### config.mk
export PLATFORM = sky130hd
export DESIGN_NAME = extended_microsecond_timer_alarm_core
export DESIGN_NICKNAME = d
export VERILOG_FILES = /design/src/design/emta_pkg.sv /design/src/design/emta_timebase.sv /design/src/design/emta_alarm.sv /design/src/design/extended_microsecond_timer_alarm_core.sv
export VERILOG_INCLUDE_DIRS = /design/src /design/src/design
export SDC_FILE = /design/constraint.sdc
export NUM_CORES = 1
export LEC_CHECK = 0
export BUFFER_PORTS_ARGS = -buffer_cell sky130_fd_sc_hd__clkbuf_2
export CELL_PAD_IN_SITES_DETAIL_PLACEMENT = 1
export CELL_PAD_IN_SITES_GLOBAL_PLACEMENT = 2
export CORE_MARGIN = 1.5
export CORE_UTILIZATION = 39
export DETAILED_ROUTE_END_ITERATION = 8
export PLACE_DENSITY = 0.93
export SYNTH_ARGS = -nofsm -noshare
export SYNTH_HDL_FRONTEND = slang
export SYNTH_SLANG_ARGS = --single-unit
### constraint.sdc
create_clock -name clk -period 8.6 [get_ports clk]
set_input_delay 1.72 -clock clk [delete_from_list [all_inputs] [get_ports clk]]
set_output_delay 1.72 -clock clk [all_outputs]
set_load 0.02 [all_outputs]
### src/design/extended_microsecond_timer_alarm_core_defines.svh
// Assertion macros shared by the extended microsecond timer alarm core.
`ifndef EXTENDED_MICROSECOND_TIMER_ALARM_CORE_DEFINES_SVH
`define EXTENDED_MICROSECOND_TIMER_ALARM_CORE_DEFINES_SVH

// Same-cycle implication, sampled on clk and disabled while rst_n is low.
`define EMTA_ASSERT_IMP(label, ante, cons, msg) \
    label: assert property (@(posedge clk) disable iff (!rst_n) (ante) |-> (cons)) \
        else $error(msg);

// Next-cycle implication, sampled on clk and disabled while rst_n is low.
`define EMTA_ASSERT_NXT(label, ante, cons, msg) \
    label: assert property (@(posedge clk) disable iff (!rst_n) (ante) |=> (cons)) \
        else $error(msg);

`endif

### src/design/emta_pkg.sv
// Shared types, codes and constants of the extended microsecond timer alarm core.
`default_nettype none

package emta_pkg;

    localparam int EMTA_COUNTER_BITS  = 16;
    localparam int EMTA_PRESCALE_BITS = 8;

    localparam int TIME_W  = 64;
    localparam int DELTA_W = 16;
    localparam int REM_W   = 16;
    localparam int PDIV_W  = 8;
    localparam int CFG_W   = 16;
    localparam int CFG_IDX_W = 2;
    localparam int TDATA_IN_W  = 88;
    localparam int TDATA_OUT_W = 88;

    localparam logic [PDIV_W-1:0]  PRESCALE_DIV_RESET = 8'd47;
    localparam logic [DELTA_W-1:0] MAX_SLEEP_RESET    = 16'd10000;
    localparam logic [DELTA_W-1:0] STEAL_MIN_RESET    = 16'd1000;
    localparam logic [DELTA_W-1:0] STEAL_MAX_RESET    = 16'hFFFF;
    localparam logic [DELTA_W-1:0] MIN_DELTA          = 16'd10;
    localparam int                 COMPARE_RESET      = 5000;

    typedef enum logic [2:0] {
        OP_TICK     = 3'd0,
        OP_READ     = 3'd1,
        OP_SET_TIME = 3'd2,
        OP_ARM      = 3'd3,
        OP_STEAL    = 3'd4
    } op_t;

    typedef enum logic [CFG_IDX_W-1:0] {
        CFG_PRESCALE_DIV = 2'd0,
        CFG_MAX_SLEEP    = 2'd1,
        CFG_STEAL_MIN    = 2'd2,
        CFG_STEAL_MAX    = 2'd3
    } cfg_idx_t;

    typedef struct packed {
        logic fired;
        logic stolen;
        logic armed;
        logic armed_next;
    } alarm_status_t;

endpackage

`default_nettype wire

### src/design/emta_timebase.sv
// Prescaler, microsecond counter and 64-bit running time of the timer core.
`default_nettype none

module emta_timebase
    import emta_pkg::*;
#(
    parameter int COUNTER_BITS  = EMTA_COUNTER_BITS,
    parameter int PRESCALE_BITS = EMTA_PRESCALE_BITS
)
(
    input  wire logic                    clk,
    input  wire logic                    rst_n,
    input  wire logic                    step,
    input  wire op_t                     op,
    input  wire logic [TIME_W-1:0]       new_time,
    input  wire logic [PDIV_W-1:0]       prescale_div,
    output logic [COUNTER_BITS-1:0]      micro_count,
    output logic [COUNTER_BITS-1:0]      micro_count_next,
    output logic                         us_step,
    output logic [TIME_W-1:0]            time_us_next
);

    localparam int PEXT_W = (PRESCALE_BITS > PDIV_W) ? PRESCALE_BITS : PDIV_W;

    logic [PRESCALE_BITS-1:0] prescale_count_reg;
    logic [PRESCALE_BITS-1:0] prescale_count_next;
    logic [COUNTER_BITS-1:0]  micro_count_reg;
    logic [TIME_W-1:0]        time_us_reg;
    logic [PEXT_W-1:0]        div_ext;
    logic [PRESCALE_BITS-1:0] div_masked;
    logic                     is_tick;
    logic                     period_done;
    logic                     is_set;

    // The running time is kept as one 64-bit register: a counter advance always adds one
    // microsecond, including the advance where the microsecond counter wraps.
    always_comb
    begin
        div_ext     = PEXT_W'(prescale_div);
        div_masked  = div_ext[PRESCALE_BITS-1:0];
        is_tick     = step && (op == OP_TICK);
        is_set      = step && (op == OP_SET_TIME);
        period_done = (prescale_count_reg >= div_masked);
        us_step     = is_tick && period_done;

        prescale_count_next = prescale_count_reg;
        if (is_tick)
        begin
            prescale_count_next = period_done ? '0 : prescale_count_reg + 1'b1;
        end

        micro_count_next = micro_count_reg;
        time_us_next     = time_us_reg;
        if (us_step)
        begin
            micro_count_next = micro_count_reg + 1'b1;
            time_us_next     = time_us_reg + 64'd1;
        end
        else if (is_set)
        begin
            micro_count_next = '0;
            time_us_next     = new_time;
        end
    end

    always_ff @(posedge clk or negedge rst_n)
    begin
        if (!rst_n)
        begin
            prescale_count_reg <= '0;
            micro_count_reg    <= '0;
            time_us_reg        <= '0;
        end
        else
        begin
            prescale_count_reg <= prescale_count_next;
            micro_count_reg    <= micro_count_next;
            time_us_reg        <= time_us_next;
        end
    end

    assign micro_count = micro_count_reg;

endmodule

`default_nettype wire

### src/design/emta_alarm.sv
// One-shot compare alarm with arm and steal operations.
`default_nettype none

module emta_alarm
    import emta_pkg::*;
#(
    parameter int COUNTER_BITS = EMTA_COUNTER_BITS
)
(
    input  wire logic                    clk,
    input  wire logic                    rst_n,
    input  wire logic                    step,
    input  wire op_t                     op,
    input  wire logic [DELTA_W-1:0]      alarm_delta,
    input  wire logic                    use_max_sleep,
    input  wire logic                    has_callback,
    input  wire logic [COUNTER_BITS-1:0] micro_count,
    input  wire logic [COUNTER_BITS-1:0] micro_count_next,
    input  wire logic                    us_step,
    input  wire logic [DELTA_W-1:0]      max_sleep_us,
    input  wire logic [DELTA_W-1:0]      steal_min_us,
    input  wire logic [DELTA_W-1:0]      steal_max_us,
    output alarm_status_t                status,
    output logic [REM_W-1:0]             remaining_us
);

    localparam int W = (COUNTER_BITS > DELTA_W) ? COUNTER_BITS : DELTA_W;

    logic [COUNTER_BITS-1:0] compare_reg;
    logic [COUNTER_BITS-1:0] compare_next;
    logic                    armed_reg;
    logic                    armed_next;
    logic [DELTA_W-1:0]      delta;
    logic [W-1:0]            arm_sum;
    logic [COUNTER_BITS-1:0] rem_cnt;
    logic [W-1:0]            rem_ext;
    logic                    in_window;
    logic                    fired;
    logic                    stolen;

    always_comb
    begin
        if (use_max_sleep)
        begin
            delta = max_sleep_us;
        end
        else
        begin
            delta = (alarm_delta < MIN_DELTA) ? MIN_DELTA : alarm_delta;
        end
        arm_sum   = W'(micro_count) + W'(delta);
        rem_cnt   = compare_reg - micro_count;
        rem_ext   = W'(rem_cnt);
        in_window = (rem_ext >= W'(steal_min_us)) && (rem_ext <= W'(steal_max_us));

        compare_next = compare_reg;
        armed_next   = armed_reg;
        fired        = 1'b0;
        stolen       = 1'b0;
        remaining_us = '0;

        if (step)
        begin
            case (op)
                OP_TICK:
                begin
                    // A match counts only on the cycle the counter advances.
                    if (us_step && armed_reg && (micro_count_next == compare_reg))
                    begin
                        fired      = 1'b1;
                        armed_next = 1'b0;
                    end
                end
                OP_ARM:
                begin
                    compare_next = arm_sum[COUNTER_BITS-1:0];
                    armed_next   = has_callback;
                end
                OP_STEAL:
                begin
                    remaining_us = rem_ext[REM_W-1:0];
                    if (armed_reg && in_window)
                    begin
                        stolen     = 1'b1;
                        armed_next = 1'b0;
                    end
                end
                default:
                begin
                    compare_next = compare_reg;
                end
            endcase
        end
    end

    always_ff @(posedge clk or negedge rst_n)
    begin
        if (!rst_n)
        begin
            compare_reg <= COUNTER_BITS'(COMPARE_RESET);
            armed_reg   <= 1'b0;
        end
        else
        begin
            compare_reg <= compare_next;
            armed_reg   <= armed_next;
        end
    end

    always_comb
    begin
        status.fired      = fired;
        status.stolen     = stolen;
        status.armed      = armed_reg;
        status.armed_next = armed_next;
    end

endmodule

`default_nettype wire

### src/design/extended_microsecond_timer_alarm_core.sv
// Top level of the extended microsecond timer alarm core.
//
//  Channel   Direction  Handshake            Contents
//  s_*       in         s_tvalid / s_tready  one operation beat (tick, read, set, arm, steal)
//  m_*       out        m_tvalid / m_tready  one result beat for every operation beat
//  cfg_*     in         cfg_we               register writes, no read-back
//
// Every operation beat produces exactly one result beat; after it is accepted
// it passes through the input register and then the result register.
// Sustained rate is one beat per cycle while m_tready stays high; the only loop
// is the state update (prescaler, counter, 64-bit time incrementer, alarm compare).
// Reset is asynchronous and active low; it clears the timebase, disarms the
// alarm, loads the compare value and restores the configuration defaults.
// When m_tready is low with a full result register, the input register holds
// its beat and s_tready drops once that register is occupied as well.
`default_nettype none

`include "extended_microsecond_timer_alarm_core_defines.svh"

module extended_microsecond_timer_alarm_core
    import emta_pkg::*;
#(
    parameter int COUNTER_BITS  = EMTA_COUNTER_BITS,
    parameter int PRESCALE_BITS = EMTA_PRESCALE_BITS
)
(
    input  wire logic                   clk,
    input  wire logic                   rst_n,
    // Operation stream.
    input  wire logic                   s_tvalid,
    output logic                        s_tready,
    // [63:0] new_time, [79:64] alarm_delta, [80] use_max_sleep,
    // [81] has_callback, [87:82] zero
    input  wire logic [TDATA_IN_W-1:0]  s_tdata,
    // [2:0] operation
    input  wire logic [2:0]             s_tuser,
    // Result stream.
    output logic                        m_tvalid,
    input  wire logic                   m_tready,
    // [63:0] time_us, [64] alarm_fired, [65] stolen, [81:66] remaining_us,
    // [82] alarm_armed, [87:83] zero
    output logic [TDATA_OUT_W-1:0]      m_tdata,
    // Configuration write port.
    input  wire logic                   cfg_we,
    input  wire logic [CFG_IDX_W-1:0]   cfg_index,
    input  wire logic [CFG_W-1:0]       cfg_data
);

    // Configuration registers.
    logic [PDIV_W-1:0]  prescale_div_reg;
    logic [DELTA_W-1:0] max_sleep_reg;
    logic [DELTA_W-1:0] steal_min_reg;
    logic [DELTA_W-1:0] steal_max_reg;

    // Input register.
    logic               in_valid_reg;
    logic               in_valid_next;
    op_t                op_reg;
    logic [TIME_W-1:0]  new_time_reg;
    logic [DELTA_W-1:0] alarm_delta_reg;
    logic               use_max_sleep_reg;
    logic               has_callback_reg;

    // Result register.
    logic               out_valid_reg;
    logic               out_valid_next;
    logic [TIME_W-1:0]  time_us_reg;
    logic               alarm_fired_reg;
    logic               stolen_reg;
    logic [REM_W-1:0]   remaining_reg;
    logic               alarm_armed_reg;

    logic                    in_accept;
    logic                    advance;
    logic [COUNTER_BITS-1:0] micro_count;
    logic [COUNTER_BITS-1:0] micro_count_next;
    logic                    us_step;
    logic [TIME_W-1:0]       time_us_next;
    alarm_status_t           alarm_st;
    logic [REM_W-1:0]        remaining_us;

    // The held beat moves on whenever the result register is free or drained.
    always_comb
    begin
        advance        = in_valid_reg && (!out_valid_reg || m_tready);
        s_tready       = !in_valid_reg || advance;
        in_accept      = s_tvalid && s_tready;
        in_valid_next  = in_accept ? 1'b1 : (advance ? 1'b0 : in_valid_reg);
        out_valid_next = advance ? 1'b1 : (m_tready ? 1'b0 : out_valid_reg);
    end

    always_ff @(posedge clk or negedge rst_n)
    begin
        if (!rst_n)
        begin
            prescale_div_reg <= PRESCALE_DIV_RESET;
            max_sleep_reg    <= MAX_SLEEP_RESET;
            steal_min_reg    <= STEAL_MIN_RESET;
            steal_max_reg    <= STEAL_MAX_RESET;
        end
        else if (cfg_we)
        begin
            case (cfg_idx_t'(cfg_index))
                CFG_PRESCALE_DIV: prescale_div_reg <= cfg_data[PDIV_W-1:0];
                CFG_MAX_SLEEP:    max_sleep_reg    <= cfg_data;
                CFG_STEAL_MIN:    steal_min_reg    <= cfg_data;
                CFG_STEAL_MAX:    steal_max_reg    <= cfg_data;
                default:          prescale_div_reg <= prescale_div_reg;
            endcase
        end
    end

    always_ff @(posedge clk or negedge rst_n)
    begin
        if (!rst_n)
        begin
            in_valid_reg  <= 1'b0;
            out_valid_reg <= 1'b0;
        end
        else
        begin
            in_valid_reg  <= in_valid_next;
            out_valid_reg <= out_valid_next;
        end
    end

    // Payload registers carry no reset; their valid flags guard them.
    always_ff @(posedge clk)
    begin
        if (in_accept)
        begin
            op_reg            <= op_t'(s_tuser);
            new_time_reg      <= s_tdata[63:0];
            alarm_delta_reg   <= s_tdata[79:64];
            use_max_sleep_reg <= s_tdata[80];
            has_callback_reg  <= s_tdata[81];
        end
        if (advance)
        begin
            time_us_reg     <= time_us_next;
            alarm_fired_reg <= alarm_st.fired;
            stolen_reg      <= alarm_st.stolen;
            remaining_reg   <= remaining_us;
            alarm_armed_reg <= alarm_st.armed_next;
        end
    end

    emta_timebase #(
        .COUNTER_BITS  (COUNTER_BITS),
        .PRESCALE_BITS (PRESCALE_BITS)
    ) u_timebase (
        .clk              (clk),
        .rst_n            (rst_n),
        .step             (advance),
        .op               (op_reg),
        .new_time         (new_time_reg),
        .prescale_div     (prescale_div_reg),
        .micro_count      (micro_count),
        .micro_count_next (micro_count_next),
        .us_step          (us_step),
        .time_us_next     (time_us_next)
    );

    emta_alarm #(
        .COUNTER_BITS (COUNTER_BITS)
    ) u_alarm (
        .clk              (clk),
        .rst_n            (rst_n),
        .step             (advance),
        .op               (op_reg),
        .alarm_delta      (alarm_delta_reg),
        .use_max_sleep    (use_max_sleep_reg),
        .has_callback     (has_callback_reg),
        .micro_count      (micro_count),
        .micro_count_next (micro_count_next),
        .us_step          (us_step),
        .max_sleep_us     (max_sleep_reg),
        .steal_min_us     (steal_min_reg),
        .steal_max_us     (steal_max_reg),
        .status           (alarm_st),
        .remaining_us     (remaining_us)
    );

    assign m_tvalid = out_valid_reg;
    assign m_tdata  = {5'd0, alarm_armed_reg, remaining_reg, stolen_reg,
                       alarm_fired_reg, time_us_reg};

    // Both registers full and the sink stalled: nothing new may be taken.
    `EMTA_ASSERT_IMP(a_no_accept_when_full, in_valid_reg && out_valid_reg && !m_tready, !s_tready, "beat accepted while both stages were full")
    // A set-time beat shows exactly the loaded time in its result.
    `EMTA_ASSERT_NXT(a_set_time_result, advance && (op_reg == OP_SET_TIME), time_us_reg == $past(new_time_reg), "set time result does not match loaded time")
    // The alarm only disarms while a beat is being processed.
    `EMTA_ASSERT_IMP(a_disarm_on_beat, $fell(alarm_st.armed), $past(advance), "alarm disarmed without a processed beat")

endmodule

`default_nettype wire
======== After elaboration in Yosys (flattened, before gate mapping) ========
Index checks and enable logic that the tools add are counted.
word-level totals
  flip-flop bits (word level) ............. 331
  latch bits .............................. 0
  RAM bits ................................ 0
  memory bits (read-only) ................. 0
  input bits .............................. 114
  output and inout port bits .............. 90
  word-level logic and storage cells ...... 76
  memories kept ........................... 0
cells by class
  add/sub/neg operators ................... 5
  $mul .................................... 0
  div/mod/pow operators ................... 0
  order comparisons ....................... 4
  equality and inequality tests ........... 7
  shift-type cells ........................ 0
  mux-type cells .......................... 17
  bitwise logic cells ..................... 0
  reduce and logical (&&, ||, !) cells .... 22
operators with widths
  kind                     count
  $mux W64                 2
  $add A64 B1 Y64 const B  1
  $mux W16                 4
  $add A16 B1 Y16 const B  1
  $add A16 B16 Y16         1
  $eq A16 B16 Y1           1
  $ge A16 B16 Y1           1
  $le A16 B16 Y1           1
  $lt A16 B4 Y1 const B    1
  $sub A16 B16 Y16         1
  $reduce_and A2 Y1        5
  $logic_and A1 B1 Y1      9
  $mux W1                  9
  $add A8 B1 Y8 const B    1
  $ge A8 B8 Y1             1
  $mux W8                  1
  $eq A3 B2 Y1 const B     2
  $eq A2 B2 Y1 const B     2
  $reduce_bool A2 Y1       2
  $eq A3 B3 Y1 const B     1
  $logic_not A3 Y1         1
  $pmux W1 S3              1
  $eq A2 B1 Y1 const B     1
  $logic_not A1 Y1         2
  other kinds (2)          3

======== Logic depth before layout (Yosys ltp) ========
Gate-level depths: netlist of run 1.
  depth in word-level cells ............... 11
  gate-level depth with buffers ........... 22
  gate-level depth less buffers ........... 22

======== Cells and area by module ========
Synthesis of run 1 repeated with hierarchy kept, for this count alone.
second synthesis, totals
  cell total of the unflattened synthesis .. 1,428
  area, all modules ....................... 16,359.4 µm²
modules (own cells, without submodules)
  module                                 times used  cells an instance  area an instance (µm²)  sequential area each (µm²)
  extended_microsecond_timer_alarm_core  1           304                7,347.0                 6,536.3
  emta_timebase                          1           652                5,403.9                 2,202.1
  emta_alarm                             1           472                3,608.5                 431.7

======== Worst setup path before layout of run 1 ========
Ideal clock, no wire load.
  path kind ............................... input -> register
  start point ............................. input m_tready
  end point ............................... register alarm_armed_reg, data pin
  library setup time ...................... 0.493 ns
  data arrival time ....................... 7.555 ns
  required time ........................... 8.107 ns
  setup slack ............................. 0.552 ns
  cell stages on the path ................. 8
  buffers on the path ..................... 0
  cell sequence ........................... nor2b_1 > nor2_1 > nand3b_1 > a311o_1 > a32oi_1 > nand4_1 > nor4_1 > a311oi_1
between the ends
  word-level cells in the longest chain between the ends .. 10
  elaborated cells between the ends (all ways) .. 13
  those cells by class .................... eq/ne (1); mux (5); reduce/logical (7)
RTL lines
  what                                                    line                                          source
  from (decl)                                             extended_microsecond_timer_alarm_core.sv:39   input wire logic m_tready,
  $logic_or A1 B1 Y1 *                                    extended_microsecond_timer_alarm_core.sv:85   advance = in_valid_reg && (!out_valid_reg || m_tready);
  $logic_and A1 B1 Y1 *                                   extended_microsecond_timer_alarm_core.sv:85
  named net advance                                       extended_microsecond_timer_alarm_core.sv:74   logic advance;
  $logic_and A1 B1 Y1 (on tied branches)                  emta_timebase.sv:42, emta_timebase.sv:41
  $mux W16 / $logic_and A1 B1 Y1 (equally long branches)  emta_timebase.sv:59, emta_timebase.sv:44
  $mux W16                                                emta_timebase.sv:54                           if (us_step)
  $eq A16 B16 Y1                                          emta_alarm.sv:68                              if (us_step && armed_reg && (micro_count_next == compare_reg))
  $logic_and A1 B1 Y1                                     emta_alarm.sv:68
  $mux W1                                                 emta_alarm.sv:68
  $pmux W1 S3                                             emta_alarm.sv:64                              case (op)
  $mux W1 *                                               emta_alarm.sv:62                              if (step)
  named net u_alarm.armed_next                            emta_alarm.sv:32                              logic armed_next;
  to (signal assigned)                                    extended_microsecond_timer_alarm_core.sv:144  alarm_armed_reg <= alarm_st.armed_next;
  to (decl)                                               extended_microsecond_timer_alarm_core.sv:71   logic alarm_armed_reg;
Mark *: on every way through the listed nets, which the timed path passes. The rest lies on a longest branch.
A chain may end at the register's enable or synchronous reset.

======== Worst setup path in the final report of run 1 ========
  start point ............................. register u_timebase.micro_count_reg[0], in the netlist u_timebase.micro_count[0]
  end point ............................... register alarm_armed_reg, data pin
between the ends
  word-level cells in the longest chain between the ends .. 7
  elaborated cells between the ends (all ways) .. 14
  those cells by class .................... add/sub (2); order compare (2); eq/ne (1); mux (6); reduce/logical (3)
RTL lines
  what                                                     line                 source
  from (decl)                                              emta_timebase.sv:27  logic [COUNTER_BITS-1:0] micro_count_reg;
  from (signal assigned)                                   emta_timebase.sv:77  micro_count_reg <= micro_count_next;
  $sub A16 B16 Y16 *                                       emta_alarm.sv:52     rem_cnt = compare_reg - micro_count;
  named net u_alarm.rem_cnt[14]                            emta_alarm.sv:35     logic [COUNTER_BITS-1:0] rem_cnt;
  $ge A16 B16 Y1 / $le A16 B16 Y1 (equally long branches)  emta_alarm.sv:54     in_window = (rem_ext >= W'(steal_min_us)) && (rem_ext <= W'(steal_max_us));
  $logic_and A1 B1 Y1 *                                    emta_alarm.sv:54
  $logic_and A1 B1 Y1 *                                    emta_alarm.sv:82     if (armed_reg && in_window)
  $mux W1 *                                                emta_alarm.sv:82
  $pmux W1 S3 *                                            emta_alarm.sv:64
  $mux W1 *                                                emta_alarm.sv:62
  named net u_alarm.armed_next                             emta_alarm.sv:32
Marks and branches as above.

==> reports/metrics.cfg, run 1 <==
[run_status]
outcome=completed

[clocking]
cts_buffer_depth=3
cts_tree=built
cts_sinks=331
post_cts_buffers=0
cts_root_buf=clkbuf_16
clkTransAtPathRegs_ps=60
insertion_delay_ps=560
ctsResizeCount=0
ctsHoldBuffers=0
htree_levels=2
cts_buffers=40

[setup_path]
critical_path_required_ps=8850
setup.worst_path.class=reg -> reg
crit_fanout=10
endpoint_kind=flop
start_kind=flop
critPathArrivalTime_ps=5440

[final_layout]
layout-drive-gt1-share_pct=24.2
finalNonFillerCells=2186
n_fill_cell=4457
syn2layout_area_growth_pct=17.4
nNetsFinal=1811
fin_area_sq_um=19000
final_core_util_pct=46.5

[placement]
dpl.hpwl_um=33600
dp.cells=2111
io_buffer_count=192
place_ws_ps=3020
gp_congestion=0.881
post_dp_cell_area_sq_um=17700

[synthesis]
synth_xor_area_share_pct=2.00
yosysTopAreaCellShare_pct=31.1
synth_fa_ha_area_share_pct=5.88
synthFlopType=edfxtp_1
muxShareOfSynthArea_pct=4.63
synth_cell_types=73
yosysWarnings=0
syn_avg_cell_area_sq_um=11.3
netlist_instances=1433
async_reset_ff_share_pct=49.2
yosysTopAreaCell=edfxtp_1
synth-simple-area-share_pct=14.4
yosys-top-cells-area=edfxtp_1 31%, dfrtp_1 19%, dfstp_2 6.0%, ha_1 5.6%, mux2_2 4.4%
synthesis.area_sq_um=16200
synth_compound_area_share_pct=12.9
synth_seq_cells=331
synth_edf_count=168
synth_top_family_by_area=simple AND/OR/NAND/NOR gates
seq_area_frac_synth_pct=56.6

[detailed_routing]
route.detailed.drc=0
num_vias=12400
wl_per_cell_um=22.2
drt-vias-per-instance=5.68
firstDrtPassIters=5
drtIter0Drc=697
final_antenna_net_count=0
wl_um=48600

[die]
die_h_um=207
ios=204
start_util_pct=39.6
die_w_um=207
core-area_sq_um=40900
die_area_sq_um=42800
core.rowCount=74

[min_path]
hold_class=reg -> reg

[timing]
drv_slew=0
finalSetupViolCount=0
setup_tns_ps=0
finalCriticalPeriod_ps=5200
rsz0062_at_grt=false
post-route-period-util_pct=60.4
setup_ws_ps=3400
holdWs_ps=474
final_hold_viol_count=0
finClkSkew_ps=25.2
max_freq_mhz=192
slew_headroom_pct=20.7
tightest_slew_ps=1180

[job]
maxCapViolations=0

[global_route]
grt_pass1_wl_um=75600
grt_antenna_before_repair=2
grt_overflow=0
grt_max_degree=73
grt_usage_pct=23.0
grt_pass1_vias=13400

[pwr]
ir_worst_vdd_uv=173
leakage_nw=7.85
total_power_mw=6.00
powerDensity_nw_per_um2=315

-- kinds of logic (layout without fill, tap and decap cells) --
kind of cell,count (synthesis),count (layout)
AND/OR/NAND/NOR,466,466
flip-flops,331,331
AO/OA/AOI/OAI,316,316
buffers and inverters,140,355
adder cells (fa/ha/maj),75,75
multiplexers,67,67
XOR/XNOR,37,37
other,1,7
-- metal layers --
metal | share of wire, % | wire [um] | track usage, % | vias up
met4 | 3.6 | 1740 | 8.99 | 2
met5 | 0.035 | 17 | 0 | -
met1 | 43 | 20800 | 29.5 | 6326
met3 | 4.5 | 2190 | 4.55 | 93
li1 | - | - | - | 5712
met2 | 49 | 23800 | 38.4 | 288
-- area by class of cell --
class / instances / area, sq um / share of cell area (%)
Clock buffer: 49 / 1070 / 5.65
Multi-Input combinational cell: 966 / 6520 / 34.2
Clock inverter: 23 / 241 / 1.27
Sequential cell: 331 / 9170 / 48.2
Timing Repair Buffer: 206 / 1070 / 5.62
Tap cell: 532 / 666 / 3.50
Antenna cell: 2 / 5.00 / 0.0263
Inverter: 77 / 289 / 1.52
-- synth_stat cells, types with 6 or more instances --
cell type,n
edfxtp_1,168
nor2_1,143
dfrtp_1,126
nand2_1,85
inv_1,77
o21ai_0,75
ha_1,73
a21oi_1,66
mux2_2,64
and3_1,50
nand3_1,49
a211oi_1,46
clkbuf_1,43
dfstp_2,37
nor3_1,35
a311oi_1,28
nand4_1,24
xnor2_1,23
a21o_1,16
o22ai_1,15
xor2_1,14
or3_1,11
nor2b_1,10
and2_1,9
nor4_1,9
a31oi_1,8
and4_1,8
buf_2,8
buf_4,8
or2_2,7
nand2b_1,6
o211ai_1,6
-- worst max-delay path: stages, from the launching register on --
cell and delay, ps:
dfrtp_1 540, ha_1 230, inv_1 50, fa_1 410, a21o_1 210, a21oi_1 260, o21bai_1 120, a31oi_1 240
o21ai_0 170, o41ai_1 450, o21ai_0 200, xor2_1 330, ha_1 310, a21o_1 160, a221oi_1 360, o21ai_0 130
o21ai_0 210, a21boi_0 130, o32ai_1 230, a311oi_1 140
-- placed cells by master, fill, tap and decap left out, types with 37 or more instances in the layout --
cell type,instances
clkbuf_2,192
edfxtp_1,168
nor2_1,141
dfrtp_1,126
nand2_1,85
inv_1,77
o21ai_0,75
ha_1,73
a21oi_1,65
mux2_2,64
and3_1,50
nand3_1,49
a211oi_1,46
clkbuf_16,40
dfstp_2,37
-- worst paths after layout --
path | from | end | slack (ps) | cells past startpoint
setup / recovery | u_timebase.micro_count[0]$_DFF_PN0_ | alarm_armed_reg$_DFFE_PP_ | 3400 | 19
hold / removal | u_timebase.time_us_reg[63]$_DFF_PN0_ | u_timebase.time_us_reg[63]$_DFF_PN0_ | 470 | 1
setup reg to reg | u_timebase.micro_count[0]$_DFF_PN0_ | alarm_armed_reg$_DFFE_PP_ | 3400 | 19
hold reg to reg | u_timebase.time_us_reg[63]$_DFF_PN0_ | u_timebase.time_us_reg[63]$_DFF_PN0_ | 470 | 1
max in group asynchronous | rst_n | u_timebase.prescale_count_reg[2]$_DFFE_PN0P_ | 6280 | 2
min in group asynchronous | rst_n | max_sleep_reg[11]$_DFFE_PN0P_ | 1070 | 1
-- report_power, final --
part           switching, mW  internal (mW)  total, mW
clock                  0.701           1.01       1.71
sequential             0.293           2.04       2.34
combinational           1.16          0.793       1.95
Power figures use the tool's default switching activity.
==> run 2, diff against run 1 <==
clock period = 5.3 ns   (was 8.6 ns; I/O delays follow)
==> reports/metrics.cfg, run 2 (synthesis gave the netlist of run 1 again) <==
[run_status]
outcome=completed

[final_layout]
finalNonFillerCells=2193  ; +0.32%
fin_area_sq_um=19100  ; +0.11%
final_common_cell=clkbuf_2
syn2layout_area_growth_pct=17.5
n_fill_cell=4455  ; -0.045%
layout_common_cells=191 x clkbuf_2, 168 x edfxtp_1, 141 x nor2_1, 126 x dfrtp_1, 85 x nand2_1
layout-drive-gt1-share_pct=24.7  ; +0.44 points
regArea_sq_um=9170  ; unchanged
multi_input_area_sq_um=6520  ; +0.12%
nNetsFinal=1818  ; +0.39%
final_core_util_pct=46.6  ; +0.049 points

[min_path]
whs_path_depth=1  ; unchanged
hold_start=u_timebase.time_us_reg[63]$_DFF_PN0_
hold_class=reg -> reg

[setup_path]
critPathArrivalTime_ps=5120  ; -320 ps
endpoint_kind=flop
critical_path_required_ps=5550  ; -3300 ps
worstSetupStartpoint=u_alarm.compare_reg[0]$_DFFE_PN0P_
crit_fanout=3  ; -7
setup.worst_path.class=reg -> reg
worstRegToRegCells=21  ; +2
r2r-start=u_alarm.compare_reg[0]$_DFFE_PN0P_
start_kind=flop

[clocking]
clkTransAtPathRegs_ps=60  ; about the same
cts_buffers=38  ; -5.0%
htree_levels=2  ; unchanged
cts_root_buf=clkbuf_16
cts_sinks=331  ; unchanged
cts_tree=built
post_cts_buffers=0  ; unchanged
cts_buffer_depth=3  ; unchanged
insertion_delay_ps=550  ; about the same

[timing]
rsz0062_at_grt=false
finalCriticalPeriod_ps=4860  ; -335 ps
finalSetupViolCount=0  ; unchanged
finClkSkew_ps=10.9  ; -14.3 ps
final_hold_viol_count=0  ; unchanged
post-route-period-util_pct=91.7  ; +31 points
slew_headroom_pct=29.2  ; +8.5 points
setup_ws_ps=439  ; -2970 ps
tightest_slew_ps=1060  ; -116 ps
max_freq_mhz=206  ; +6.9%
setup_tns_ps=0  ; unchanged
holdWs_ps=479  ; +4.93 ps
drv_slew=0  ; unchanged

[pwr]
sw_frac_of_total_pct=35.8  ; -0.039 points
powerDensity_nw_per_um2=504  ; +60%
ir_worst_vdd_uv=314  ; +81%
p_switching_mw=3.44  ; +60%
leakage_nw=7.88  ; +0.33%
total_power_mw=9.59  ; +60%
p_seq_share_pct=39.4  ; +0.5 points
pwr-share-comb_pct=33.4  ; +0.9 points
internal-power_mw=6.16  ; +60%
p_clk_share_pct=27.2  ; -1.4 points

[global_route]
grt_pass1_wl_um=75400  ; -0.22%
grt_pass1_vias=13400  ; +0.35%
grt_overflow=0  ; unchanged
grt_max_degree=87  ; +19%
grt_antenna_before_repair=1  ; -1
grt_usage_pct=23.0  ; -0.066 points

[detailed_routing]
drtIter0Drc=663  ; -4.9%
wl_um=48700  ; +0.30%
final_antenna_net_count=0  ; unchanged
wl_per_cell_um=22.2  ; about the same
num_vias=12600  ; +1.3%
route.detailed.drc=0  ; unchanged
drt-vias-per-instance=5.74  ; +0.94%
firstDrtPassIters=5  ; unchanged

[job]
maxCapViolations=0  ; unchanged

[die]
die_w_um=207  ; unchanged
die_h_um=207  ; unchanged
ios=204  ; unchanged
core-area_sq_um=40900  ; unchanged
die_area_sq_um=42800  ; unchanged
core.rowCount=74  ; unchanged
start_util_pct=39.6  ; unchanged

[placement]
gp_congestion=0.838  ; -4.9%
dpl.hpwl_um=34600  ; +3.1%
dp.cells=2121  ; +0.47%
io_buffer_count=192  ; unchanged
post_dp_cell_area_sq_um=17800  ; +0.49%
place_ws_ps=402  ; -2620 ps

## run 2: final timing paths
check | end | slack (ps)
min in group asynchronous | max_sleep_reg[11]$_DFFE_PN0P_ | 540
hold / removal | u_timebase.time_us_reg[63]$_DFF_PN0_ | 480
setup / recovery | alarm_armed_reg$_DFFE_PP_ | 440
setup reg to reg | alarm_armed_reg$_DFFE_PP_ | 440
hold reg to reg | u_timebase.time_us_reg[63]$_DFF_PN0_ | 480
max in group asynchronous | u_timebase.time_us_reg[20]$_DFF_PN0_ | 3700
## run 2: final cells by class
class	count	area share (%)
Multi-Input combinational cell	966	34.2
Clock buffer	52	5.87
Sequential cell	331	48.1
Tap cell	532	3.49
Antenna cell	2	0.0263
Timing Repair Buffer	215	6.05
Clock inverter	18	0.670
Inverter	77	1.52
## run 2: what timing repair did
| item | in CTS | in global routing |
|---|---|---|
| gates resized for setup | 0 | 1 |
| endpoints found under the setup margin | 0 | 1 |
| hold endpoints to repair | 0 | 0 |
| hold buffers | 0 | 0 |
## run 2: critical path: stages (launching register included)
cell      delay [ps]
dfrtp_1          390
inv_1             60
ha_1             160
inv_1             50
fa_1             400
a21o_1           200
a21oi_1          230
o21bai_1         120
a31oi_1          230
o21ai_0          190
o41ai_2          320
o21ai_0          170
xor2_1           290
ha_1             310
nand4_1          110
nor2_1            80
a221oi_1         290
o21ai_0          150
o21ai_0          230
a21boi_0         130
o32ai_1          290
a311oi_1         170
## run 2: power groups by stage
stage / clock, mW / combinational (mW) / sequential (mW)
after floorplan: 0 / 2.12 / 3.77
final: 2.61 / 3.21 / 3.78
after detailed placement: 0 / 3.16 / 3.80
after global routing: 2.77 / 3.58 / 3.84
after CTS: 2.68 / 3.20 / 3.77
after global placement: 0 / 2.97 / 3.77
## run 2: layer usage
layer	vias to the layer above	routed length, um	track usage [%]
met1	6417	20600	29.0
met4	0	1970	10.1
met2	343	23900	38.8
met5	-	0	0
met3	99	2220	3.86
li1	5719	-	-
